File: config.mk
export PLATFORM = sky130hd
export DESIGN_NAME = soh_front
export DESIGN_NICKNAME = d
export VERILOG_FILES = /design/src/sv/assert_macros.svh /design/src/sv/soh_pkg.sv /design/src/sv/soh_front.sv
export SDC_FILE = /design/constraint.sdc
export NUM_CORES = 1
export LEC_CHECK = 0
export BUFFER_PORTS_ARGS = -buffer_cell sky130_fd_sc_hd__buf_4
export CORE_MARGIN = 2
export CORE_UTILIZATION = 67
export DETAILED_ROUTE_END_ITERATION = 12
export GPL_ROUTABILITY_DRIVEN = 0
export PLACE_DENSITY = 0.88
export RECOVER_POWER = 100
export SLEW_MARGIN = 10
export SYNTH_ARGS = -nofsm -noshare
export SYNTH_HDL_FRONTEND = slang
export SYNTH_SLANG_ARGS = --single-unit
export TNS_END_PERCENT = 5
File: constraint.sdc
create_clock -name clk -period 16.4 [get_ports clk]
set_clock_uncertainty 0.1 [all_clocks]
set_input_delay 4.1 -clock clk [delete_from_list [all_inputs] [get_ports clk]]
set_output_delay 4.1 -clock clk [all_outputs]
set_load 0.1 [all_outputs]
File: src/sv/assert_macros.svh
// Assertion macros used by the orientation histogram back end.
// Each macro expects signals named clk and rst in the enclosing module.
`ifndef ASSERT_MACROS_SVH
`define ASSERT_MACROS_SVH

// Same-cycle implication, disabled while reset is high.
`define SOH_ASSERT_IMP(lbl, ante, cons) \
  lbl: assert property (@(posedge clk) disable iff (rst) (ante) |-> (cons)) \
    else $error("orientation histogram assertion failed");

// Next-cycle implication, disabled while reset is high.
`define SOH_ASSERT_NXT(lbl, ante, cons) \
  lbl: assert property (@(posedge clk) disable iff (rst) (ante) |=> (cons)) \
    else $error("orientation histogram assertion failed");

`endif

File: src/sv/soh_pkg.sv
// Package of the orientation histogram block: constants, beat types and codes.
// Used by every module of the block; depends on nothing.
`default_nettype none

package soh_pkg;

  localparam int BINS       = 36;
  localparam int BIN_W      = $clog2(BINS);
  localparam int CNT_W      = $clog2(BINS + 2);
  localparam int MAX_RADIUS = 64;
  localparam int RAD_W      = $clog2(MAX_RADIUS + 1);
  localparam int RESULT_CAP = 18;
  localparam int CAP_W      = $clog2(RESULT_CAP + 1);

  localparam int DIV_NUM_W = 64;
  localparam int DIV_DEN_W = 48;
  localparam int DIV_CNT_W = 7;

  localparam int HORNER_TERMS = 10;
  localparam int SQUARINGS    = 4;

  typedef enum logic [1:0] {
    REG_WINDOW_FACTOR = 2'd0,
    REG_RADIUS_FACTOR = 2'd1,
    REG_PEAK_RATIO    = 2'd2,
    REG_SMOOTH_COUNT  = 2'd3
  } cfg_reg_e;

  typedef struct packed {
    logic [11:0] window_factor;
    logic [11:0] radius_factor;
    logic [7:0]  peak_ratio;
    logic [2:0]  smooth_count;
  } cfg_t;

  typedef struct packed {
    logic [11:0]       key_x;
    logic [11:0]       key_y;
    logic [12:0]       level_width;
    logic [12:0]       level_height;
    logic [11:0]       kp_scale;
    logic signed [7:0] offset_x;
    logic signed [7:0] offset_y;
    logic [15:0]       grad_angle;
    logic [15:0]       grad_magnitude;
    logic              final_sample;
  } item_t;

  typedef struct packed {
    logic [15:0] peak_angle;
    logic        found;
    logic        run_end;
  } res_t;

  typedef struct packed {
    logic             kept;
    logic [BIN_W-1:0] bin;
    logic [15:0]      d2;
    logic [23:0]      sq;
    logic [15:0]      mag;
    logic             fin;
  } work_t;

endpackage

`default_nettype wire

File: src/sv/soh_front.sv
// Front end: takes sample beats, tests border and window, picks the bin,
// and queues classified work for the back end. Depends on soh_pkg.
`default_nettype none

module soh_front (
  input  logic               clk,
  input  logic               rst,
  input  logic               push,
  output logic               full,
  input  soh_pkg::item_t     item,
  input  soh_pkg::cfg_t      cfg,
  input  logic               init_busy,
  output logic               q_valid,
  output soh_pkg::work_t     q_entry,
  input  logic               q_pop
);

  localparam int QDEPTH  = 2;
  localparam int BPROD_W = 16 + $clog2(soh_pkg::BINS + 1);

  logic           valid1;
  soh_pkg::item_t it1;

  logic                      valid2;
  logic                      border2;
  logic [soh_pkg::RAD_W-1:0] rad2;
  logic [15:0]               d2_2;
  logic [soh_pkg::BIN_W-1:0] bin2;
  logic [23:0]               sq2;
  logic [15:0]               mag2;
  logic                      fin2;

  soh_pkg::work_t qmem [QDEPTH];
  logic           wp;
  logic           rp;
  logic [1:0]     qcnt;

  logic accept;
  logic adv1;
  logic adv2;
  logic q_push;

  logic signed [14:0] nx;
  logic signed [14:0] ny;
  logic signed [14:0] lwm1;
  logic signed [14:0] lhm1;
  logic               border;
  logic [24:0]        rad_sum;
  logic [8:0]         rad_raw;
  logic [soh_pkg::RAD_W-1:0] rad_sat;
  logic signed [15:0] sqx;
  logic signed [15:0] sqy;
  logic [15:0]        d2;
  logic [BPROD_W-1:0] bprod;
  logic [BPROD_W-17:0] bin_raw;
  logic [soh_pkg::BIN_W-1:0] bin;
  logic [23:0]        sq;
  logic [2*soh_pkg::RAD_W-1:0] rad_sq;
  soh_pkg::work_t     entry;

  assign nx   = $signed({3'b000, it1.key_x}) + {{7{it1.offset_x[7]}}, it1.offset_x};
  assign ny   = $signed({3'b000, it1.key_y}) + {{7{it1.offset_y[7]}}, it1.offset_y};
  assign lwm1 = $signed({2'b00, it1.level_width}) - 15'sd1;
  assign lhm1 = $signed({2'b00, it1.level_height}) - 15'sd1;
  assign border = (nx >= 15'sd1) && (nx < lwm1) && (ny >= 15'sd1) && (ny < lhm1);

  assign rad_sum = {13'b0, it1.kp_scale} * {13'b0, cfg.radius_factor} + 25'd32768;
  assign rad_raw = rad_sum[24:16];
  assign rad_sat = (rad_raw > 9'(soh_pkg::MAX_RADIUS)) ?
                   soh_pkg::RAD_W'(soh_pkg::MAX_RADIUS) : rad_raw[soh_pkg::RAD_W-1:0];

  assign sqx = it1.offset_x * it1.offset_x;
  assign sqy = it1.offset_y * it1.offset_y;
  assign d2  = 16'(sqx) + 16'(sqy);

  assign bprod   = BPROD_W'(it1.grad_angle) * BPROD_W'(soh_pkg::BINS) + BPROD_W'(32768);
  assign bin_raw = bprod[BPROD_W-1:16];
  assign bin     = (bin_raw >= (BPROD_W-16)'(soh_pkg::BINS)) ?
                   '0 : bin_raw[soh_pkg::BIN_W-1:0];

  assign sq = {12'b0, it1.kp_scale} * {12'b0, cfg.window_factor};

  assign rad_sq = {{soh_pkg::RAD_W{1'b0}}, rad2} * {{soh_pkg::RAD_W{1'b0}}, rad2};

  always_comb begin
    entry.kept = border2 && (d2_2 <= 16'(rad_sq));
    entry.bin  = bin2;
    entry.d2   = d2_2;
    entry.sq   = sq2;
    entry.mag  = mag2;
    entry.fin  = fin2;
  end

  assign q_push  = valid2 && (qcnt != 2'(QDEPTH));
  assign adv2    = !valid2 || q_push;
  assign adv1    = !valid1 || adv2;
  assign full    = !adv1 || init_busy;
  assign accept  = push && !full;
  assign q_valid = qcnt != '0;
  assign q_entry = qmem[rp];

  always_ff @(posedge clk) begin
    if (rst) begin
      valid1 <= 1'b0;
      valid2 <= 1'b0;
      wp     <= 1'b0;
      rp     <= 1'b0;
      qcnt   <= '0;
    end else begin
      if (adv1) begin
        valid1 <= accept;
      end
      if (accept) begin
        it1 <= item;
      end
      if (adv2) begin
        valid2 <= valid1;
      end
      if (adv2 && valid1) begin
        border2 <= border;
        rad2    <= rad_sat;
        d2_2    <= d2;
        bin2    <= bin;
        sq2     <= sq;
        mag2    <= it1.grad_magnitude;
        fin2    <= it1.final_sample;
      end
      if (q_push) begin
        qmem[wp] <= entry;
        wp       <= ~wp;
      end
      if (q_pop) begin
        rp <= ~rp;
      end
      qcnt <= qcnt + 2'(q_push) - 2'(q_pop);
    end
  end

endmodule

`default_nettype wire

## Word level (Yosys, flattened, before mapping)

Memories as Yosys holds them, arrays and structs flattened. A register that Yosys moved wholly into a read port is not among the register bits.
Cells that the tools add are included.
Widths: inputs -> output; s select.

- Bits in writable memories: 128
- Input port bits: 151
- Memories kept: 1
- Output and inout port bits: 66
- Register bits after elaboration: 188

Memories:

| name | depth | bits a word | read ports | clocked after memory_dff | wr ports | line | source |
|---|---|---|---|---|---|---|---|
| qmem | 2 | 64 | 1 | 1 | 1 | soh_front.sv:33 | `soh_pkg::work_t qmem [QDEPTH];` |

- Bitwise gates (word level): 3
- Add/sub/neg operators: 9
- Multiply operators: 6
- Eq/ne operators: 1
- Reduce and logical (&&, ||, !) cells: 17
- Multiplexer cells: 5
- $lt $le $gt $ge: 7

Operators with widths:

| cell | number |
|---|---|
| $mul 12x12->24 | 2 |
| $mul 8x8->16 | 2 |
| $add 13x8->14 | 2 |
| $ge 14x2->1 const B | 2 |
| $lt 14x14->1 | 2 |
| $sub 13x1->14 const B | 2 |
| $add 24x16->25 const B | 1 |
| $add 22x16->22 const B | 1 |
| $mul 16x4->20 const B | 1 |
| $add 16x16->16 | 1 |
| $le 16x14->1 | 1 |
| $mul 7x7->14 | 1 |
| $gt 9x7->1 const B | 1 |
| $logic_and 1x1->1 | 7 |
| $ge 6x6->1 const B | 1 |
| $mux 1 | 5 |
| $logic_not 1->1 | 4 |
| $reduce_and 2->1 | 2 |
| $logic_or 1x1->1 | 3 |
| $not 1->1 | 3 |
| $add 2x1->2 | 1 |
| $ne 2x2->1 const B | 1 |
| $reduce_bool 2->1 | 1 |
| $sub 2x1->2 | 1 |

## Depth between registers and ports, before layout

Gate-level depths: netlist (run 1).

- Word-level depth: 9
- Gate-level depth with buffers: 25

## Worst setup path after synthesis (run 1)

No wires, ideal clock.

- Path type: input -> register
- Start: input rst
- End: register bin2[0] in the netlist's numbering, enable pin
- Setup slack: 6.170 ns
- Stages on the path: 2
- Buffers on the path: 1
- Setup time: 0.602 ns
- Arrival time: 9.528 ns
- Cells stage by stage: clkbuf_1 nor3b_1

- Longest elaborated chain between the ends: 2

Ends and longest elaborated chain:

| item | line | source |
|---|---|---|
| from (decl) | soh_front.sv:7 | `input logic rst,` |
| $not 1->1 (no source line) | n/a |  |
| $reduce_and 2->1 (no source line) | n/a |  |
| to (signal assigned) | soh_front.sv:123 | `bin2 <= bin;` |
| to (decl) | soh_front.sv:28 | `logic [soh_pkg::BIN_W-1:0] bin2;` |

No other way between the ends.
A chain may end at the register's enable or synchronous reset.

## Worst setup path in the final report (run 1)

- Start: input cfg[17] in the netlist's numbering
- End: register rad2[0] in the netlist's numbering, data pin

- Longest elaborated chain between the ends: 3

Ends and longest elaborated chain:

| item | line | source |
|---|---|---|
| from (decl) | soh_front.sv:11 | `input soh_pkg::cfg_t cfg,` |
| $mul 12x12->24 * | soh_front.sv:67 | `assign rad_sum = {13'b0, it1.kp_scale} * {13'b0, cfg.radius_factor} + 25'd32768;` |
| $add 24x16->25 * | soh_front.sv:67 |  |
| $gt 9x7->1 | soh_front.sv:69 | `assign rad_sat = (rad_raw > 9'(soh_pkg::MAX_RADIUS)) ?` |
| to (signal assigned) | soh_front.sv:121 | `rad2 <= rad_sat;` |
| to (decl) | soh_front.sv:26 | `logic [soh_pkg::RAD_W-1:0] rad2;` |

Every way passes the cells marked *; elsewhere a longest branch is shown, timed or not.

==> summary.md, run 1 <==
| Metric | Value |
|---|---|
| Outcome | `finished with violations` |
| Failing checks | `max-capacitance violations, max-slew violations` |
| Layout Nets | `3528` |
| Post-synth cell types | `71` |
| CTS tree | `yes` |
| Routed WL | `approximately 59000 um` |
| Remaining DRCs | `0` |
| Critical path startpoint category | `input port` |
| Worst Tran Pin Value | `4.08 ns` |
| Drt first pass iters | `6` |
| Synth Area in Adders | `36.8%` |
| Worst Path Arrival | `10.43 ns` |
| Slowest stage delay, CP | `0.75 ns` |
| Die Y-Extent | `210 um` |
| Via/cell ratio | `between 5 and 6` |
| Largest family of logic cells by synthesized area | `adder cells` |
| Area share of and/or/nand/nor cells after synthesis | `11.2%` |
| Number of global-route vias before repair | `20800` |
| Root Driver | `clkbuf_16` |
| Worst Path Buf+Inv | `6` |
| GRT Residual Overflow | `0` |
| Sequential share of the synthesized area | `between 30 and 40%` |
| Number of synthesized flops with an enable pin | `310` |
| Mapped Cells | `~2600` |
| XOR/XNOR share of the synthesized area | `3.49%` |
| Synth Warn # | `0` |
| P per Cell Area | `154 nW/um2` |
| Num CTS Buffers | `34` |
| ANT nets after route | `0` |
| Share of layout cells above drive strength 1 | `about a tenth` |
| Worst Hold End | `fin2$_DFFE_PP_` |
| Worst-path clk slew | `0.07 ns` |
| WS Path Type | `in -> reg` |
| Synth Area in Compound Gates | `under 10%` |
| MaxCap Viol Count | `6` |
| Hpwl dp | `44900 um` |
| Critical path's top delay family | `adder cells` |
| Endpoints failing hold | `0` |
| RSZ-0062 raised after global routing | `no` |
| Post-route cell area | `31300 um2` |
| Most frequent cell on the critical path | `inv_1` |
| FILL cells | `2635` |
| Post-layout min period | `10.28 ns` |
| Commonest non-fill, non-tap cells in the layout | `inv_1 (478), fa_1 (335), edfxtp_1 (310), ha_1 (298), nand2_1 (289)` |
| Total design power | `4.82 mW` |
| FF+latch count, synth | `317` |
| Multiplexer share of the synthesized area | `around 2.7%` |
| Worst r2r dst | `rad2[0]$_SDFFCE_PN0P_` |
| Setup crit end kind | `register` |
| Post-CTS setup buffer count | `0` |
| Area after DPL | `30400 um2` |
| Boundary pin count | `217` |
| Reg2Reg Launch Point | `it1[57]$_DFFE_PP_` |
| Largest net degree at the start of global routing | `72` |
| Hold WC Path Type | `reg -> reg` |
| Worst hold start | `it1[0]$_DFFE_PP_` |
| DR WL/cell | `18.0 um` |
| Syn Nets | `3349` |
| Hold Crit Depth | `0` |
| Iter 0 DRT Violations | `1420` |
| Top-area cell type share of the netlist area | `32.8%` |
| CP cell instances | `clkbuf_1, nand2_1, fa_1, inv_1, ha_1, inv_1, fa_1, inv_1, fa_1, inv_1, fa_1, inv_1, ha_1, and4_1, and2_0, a311o_1, a21oi_1, o21ai_0, and3_1, o31ai_1, nor3_1` |
| Most common cell after layout, fill and taps aside | `inv_1` |
| Critical Path RT | `16.55 ns` |
| CORE AREA | `41900 um2` |
| Worst skew pair latency | `0.55 ns` |
| Die footprint | `approximately 44000 um2` |
| Clk buf depth | `3` |
| GRT Total Usage | `28.0%` |
| Fin. max-slew vios | `between 300 and 400` |
| Peak VDD IR | `just under 0.2 mV` |
| Antenna violations before repair | `1` |
| Vias | `between 15000 and 20000` |
| Worst r2r path cells | `18` |
| Starting Density | `67.8%` |
| Setup TNS | `0 ns` |
| First-pass GRT wire length | `roughly 98000 um` |
| Synth Cell Area | `28400 um2` |
| FP Rows | `75` |
| Final period util | `62.7%` |
| Synth area leaders | `edfxtp_1 (33%), fa_1 (24%), ha_1 (13%)` |
| F_max | `0.0973 GHz` |
| Synthesis-to-layout area growth | `10.2%` |
| Max Fanout on Critical Path | `12` |
| Slew HR | `-172%` |
| Sink Count | `317` |
| Diode count | `0` |
| # setup viols final | `0` |
| Worst reg2reg setup slack | `between 9 and 10 ns` |
| Post-CTS Hold Buffers | `0` |
| Leak pwr | `between 10 and 15 nW` |
| PostCTS Resize Cnt | `0` |
| Worst path slowest cell | `o31ai_1` |
| Post-synth ARST share | `0%` |
| Post-synthesis area per instance | `11.1 um2` |
| H-tree levels | `2` |
| Cell taking the most area after synthesis | `edfxtp_1` |
| Top_reg_cell synth | `edfxtp_1` |
| Die width | `210 um` |
| IO buf count | `205` |
registers in the layout, summed over array words and instances, names as in the netlist, named ones only:
signal   cells
qmem       128
it1        111
sq2         24
d2_2        16
mag2        16
rad2         7
bin2         6
qcnt         2
border2      1
fin2         1
rp           1
valid1       1
valid2       1
wp           1
worst max path at each step:
stage                        from               endpoint  slack (ns)  depth (start not counted)
after floorplan               rst  bin2[0]$_SDFFCE_PP0P_        6.17                          2
after global placement    cfg[17]  rad2[0]$_SDFFCE_PN0P_        6.31                         20
after detailed placement  cfg[17]  rad2[0]$_SDFFCE_PN0P_        6.21                         20
after CTS                 cfg[17]  rad2[0]$_SDFFCE_PN0P_        6.78                         20
after global routing      cfg[17]  rad2[0]$_SDFFCE_PN0P_        5.90                         21
final                     cfg[17]  rad2[0]$_SDFFCE_PN0P_        6.12                         21
final cells by class:
| cell class | count | area [um2] | area share [%] |
|---|---|---|---|
| multi-input combinational | 1702 | 16900 | 53.9 |
| inverter | 478 | 1790 | 5.74 |
| timing repair buffer | 211 | 1330 | 4.24 |
| tap | 539 | 674 | 2.16 |
| clock buffer | 36 | 858 | 2.75 |
| clock inverter | 25 | 302 | 0.965 |
| sequential | 317 | 9450 | 30.2 |
through the flow:
step | hold slack, ns | worst slack (ns) | std cells | util, %
3_5_place_dp | 0.305 | 6.21 | 3247 | 72.6
5_1_grt | 0.331 | 5.90 | 3308 | 74.7
2_1_floorplan | 0.300 | 6.17 | 2565 | -
3_3_place_gp | 0.301 | 6.31 | 3247 | 72.6
6_report | 0.324 | 6.12 | 3308 | 74.7
4_1_cts | 0.330 | 6.78 | 3308 | 75.4
synth_stat cells (4+ instances only):
master	instances
a311oi_1	6
nand4_1	5
and4_1	4
inv_1	478
xnor2_1	83
nor2b_1	21
a31oi_1	6
nor2_1	88
nor4_1	6
or4_1	5
nand2b_1	13
or2_2	5
o21bai_1	5
a211oi_1	17
mux2_2	65
fa_1	335
and3_1	11
a21o_1	22
nand2_1	289
and2_1	124
edfxtp_1	310
o21a_1	18
ha_1	298
nor3b_1	7
o211ai_1	7
clkbuf_1	65
nand3_1	21
nor3_1	40
xor2_1	30
or3_1	12
o31ai_1	4
o21ai_0	40
dfxtp_1	7
a21oi_1	59
per-layer routing:
metal	routed length (um)	track usage, %	vias to the layer above
met5	0	0	-
met4	2160	11.6	0
met3	4320	4.55	203
met2	30700	49.9	834
met1	22300	33.9	9439
li1	-	-	8722
power breakdown:
group	internal [mW]	leakage, nW	total [mW]	switching (mW)
sequential	1.07	2.87	1.12	0.0496
combinational	1.26	10.6	2.90	1.64
clock	0.478	0.562	0.802	0.324
total	2.80	14.1	4.82	2.01
cells by family after synthesis:
group | Yosys count
buf+inv | 546
simple gates | 664
xor+xnor | 113
mux | 68
compound gates | 224
flops | 317
fa+ha+maj | 633
Note: power is estimated with default switching activity, not from simulation.
==> run 2, diff against run 1 <==
CORE_UTILIZATION = 62   (was 67)
PLACE_DENSITY = 0.82   (was 0.88)
clock period = 10.65 ns   (was 16.4 ns; I/O delays follow)
==> summary.md, run 2 (synthesis gave the netlist of run 1 again) <==
| Metric | Value |
|---|---|
| Post-layout min period | `8.60 ns` |
| Slew HR | `-195% (-23 points)` |
| DR WL/cell | `17.2 um (-4.3%)` |
| Remaining DRCs | `0 (unchanged)` |
| Worst Tran Pin Value | `4.43 ns (+0.342 ns)` |
| Hold Crit Depth | `0 (unchanged)` |
| MaxCap Viol Count | `8 (+2)` |
| Die width | `218 um (+3.9%)` |
| Cell internal pwr | `4.23 mW (+51%)` |
| Layout Nets | `3528 (unchanged)` |
| Largest net degree at the start of global routing | `79 (+9.7%)` |
| Vias | `18900 (-1.4%)` |
| Worst skew pair latency | `0.56 ns (about the same)` |
| Comb power frac | `60.4% (+0.2 points)` |
| First-pass GRT wire length | `96100 um (-2.4%)` |
| # setup viols final | `0 (unchanged)` |
| Worst r2r dst | `rad2[0]$_SDFFCE_PN0P_` |
| Hpwl dp | `44200 um (-1.4%)` |
| Boundary pin count | `217 (unchanged)` |
| Fin. max-slew vios | `375 (-1.8%)` |
| Iter 0 DRT Violations | `1130 (-20%)` |
| Leak pwr | `14.0 nW (-0.21%)` |
| Setup crit end kind | `register` |
| Starting Density | `62.7% (-5.1 points)` |
| Number of global-route vias before repair | `20300 (-2.5%)` |
| Worst-path clk slew | `0.06 ns (about the same)` |
| Most common cell after layout, fill and taps aside | `inv_1` |
| Clock share of power | `15.9% (-0.8 points)` |
| Worst reg2reg setup slack | `3.52 ns (-5.55 ns)` |
| Synthesis-to-layout area growth | `10.2% (about the same)` |
| Final period util | `roughly four fifths` |
| Worst Hold End | `mag2[15]$_DFFE_PP_` |
| Post-CTS setup buffer count | `0 (unchanged)` |
| Fin util | `69.0% (-5.7 points)` |
| Routed WL | `57900 um (-2.6%)` |
| H-tree levels | `2 (unchanged)` |
| Antenna violations before repair | `0 (-1)` |
| Via/cell ratio | `5.62 (-3.2%)` |
| CORE AREA | `45300 um2 (+8.2%)` |
| Clk buf depth | `3 (unchanged)` |
| CTS tree | `yes` |
| Die Y-Extent | `218 um (+3.9%)` |
| ANT nets after route | `0 (unchanged)` |
| Commonest non-fill, non-tap cells in the layout | `inv_1 (478), fa_1 (335), edfxtp_1 (310), ha_1 (298), nand2_1 (289)` |
| Diode count | `0 (unchanged)` |
| Worst path slowest cell | `o31ai_1` |
| Reg2Reg Launch Point | `it1[56]$_DFFE_PP_` |
| Setup TNS | `0 ns (unchanged)` |
| Outcome | `finished with violations` |
| RSZ-0062 raised after global routing | `no` |
| PostCTS Resize Cnt | `0 (unchanged)` |
| Sink Count | `317 (unchanged)` |
| Switching part of the total | `41.8% (-0.059 points)` |
| WS Path Type | `in -> reg` |
| Flop pwr share | `23.7% (+0.5 points)` |
| Share of layout cells above drive strength 1 | `9.47% (-0.065 points)` |
| IO buf count | `205 (unchanged)` |
| Largest register by flop count | `qmem` |
| Num CTS Buffers | `34 (unchanged)` |
| GRT Total Usage | `25.2% (-2.7 points)` |
| Critical Path RT | `10.82 ns (-5.73 ns)` |
| Root Driver | `clkbuf_16` |
| Biggest regs | `qmem: 128 flops, it1: 111 flops, sq2: 24 flops` |
| Peak VDD IR | `0.254 mV (+31%)` |
| Worst hold start | `it1[16]$_DFFE_PP_` |
| Critical path startpoint category | `input port` |
| Failing checks | `max-capacitance violations, max-slew violations` |
| NetSw | `3.03 mW (+51%)` |
| GRT Residual Overflow | `0 (unchanged)` |
| Hold WC Path Type | `reg -> reg` |
| Slowest stage delay, CP | `0.68 ns (-0.07 ns)` |
| Worst r2r path cells | `18 (unchanged)` |
| Post-CTS Hold Buffers | `0 (unchanged)` |
| FP Rows | `78 (+4.0%)` |
| Worst Path Arrival | `8.77 ns (-1.66 ns)` |
| Endpoints failing hold | `0 (unchanged)` |
| F_max | `0.116 GHz` |
| CP cell instances | `clkbuf_1, and2_0, fa_1, inv_1, fa_1, inv_1, fa_1, fa_1, inv_1, fa_1, inv_1, ha_1, and4_1, and2_0, a311o_1, a21oi_1, o21ai_0, and3_1, o31ai_1, nor3_1` |
| Most frequent cell on the critical path | `fa_1` |
| P per Cell Area | `232 nW/um2 (+51%)` |
| Drt first pass iters | `6 (unchanged)` |
| Die footprint | `47500 um2 (+7.9%)` |
| Largest register FFs | `128 (unchanged)` |
| Max Fanout on Critical Path | `12 (unchanged)` |
==> run 2: final cells by class <==
| cell class | count | area [um2] |
|---|---|---|
| clock buffer | 40 | 893 |
| clock inverter | 19 | 194 |
| fill | 3288 | 14000 |
| inverter | 478 | 1790 |
| multi-input combinational | 1702 | 16900 |
| sequential | 317 | 9450 |
| tap | 600 | 751 |
| timing repair buffer | 211 | 1320 |
==> run 2: routing by layer <==
| metal | global-route usage (%) | vias up | wire, um |
|---|---|---|---|
| met3 | 3.56 | 138 | 3280 |
| met1 | 31.2 | 9417 | 23100 |
| li1 | - | 8716 | - |
| met5 | 0 | - | 0 |
| met2 | 45.2 | 649 | 29700 |
| met4 | 9.05 | 0 | 1830 |
==> run 2: worst max path at each step <==
stage                     startpoint                    end  slack [ns]  cells after the start
after global routing         cfg[17]  rad2[0]$_SDFFCE_PN0P_        1.71                     19
after floorplan                  rst  bin2[0]$_SDFFCE_PP0P_        1.86                      2
after detailed placement     cfg[17]  rad2[0]$_SDFFCE_PN0P_        1.97                     20
after global placement       cfg[17]  rad2[0]$_SDFFCE_PN0P_        2.06                     20
final                        cfg[17]  rad2[0]$_SDFFCE_PN0P_        2.05                     20
after CTS                    cfg[17]  rad2[0]$_SDFFCE_PN0P_        2.55                     20
==> run 2: metrics by stage <==
stage / hold slack [ns] / instance area (um2) / cells / total power [mW] / worst slack (ns)
finish: 0.313 / 31300 / 3367 / 7.26 / 2.05
global route: 0.321 / 31300 / 3367 / 7.97 / 1.71
global placement: 0.301 / 30500 / 3308 / 5.88 / 2.06
CTS: 0.312 / 31600 / 3367 / 7.32 / 2.55
floorplan: 0.300 / 28400 / 2565 / 5.15 / 1.86
detailed placement: 0.305 / 30500 / 3308 / 6.11 / 1.97
==> run 2: power by group through the flow <==
stage / Clock (mW) / Combinational [mW] / Sequential (mW)
6_report: 1.16 / 4.38 / 1.72
4_1_cts: 1.18 / 4.42 / 1.72
3_3_place_gp: 0 / 4.14 / 1.74
2_1_floorplan: 0 / 3.45 / 1.70
5_1_grt: 1.23 / 5.01 / 1.73
3_5_place_dp: 0 / 4.36 / 1.74
==> run 2: critical path, delay by kind of cell <==
family	cells	cell delay [ns]
compound gates	4	1.68
simple gates	5	1.02
buf+inv	5	0.48
fa+ha+maj	6	2.90
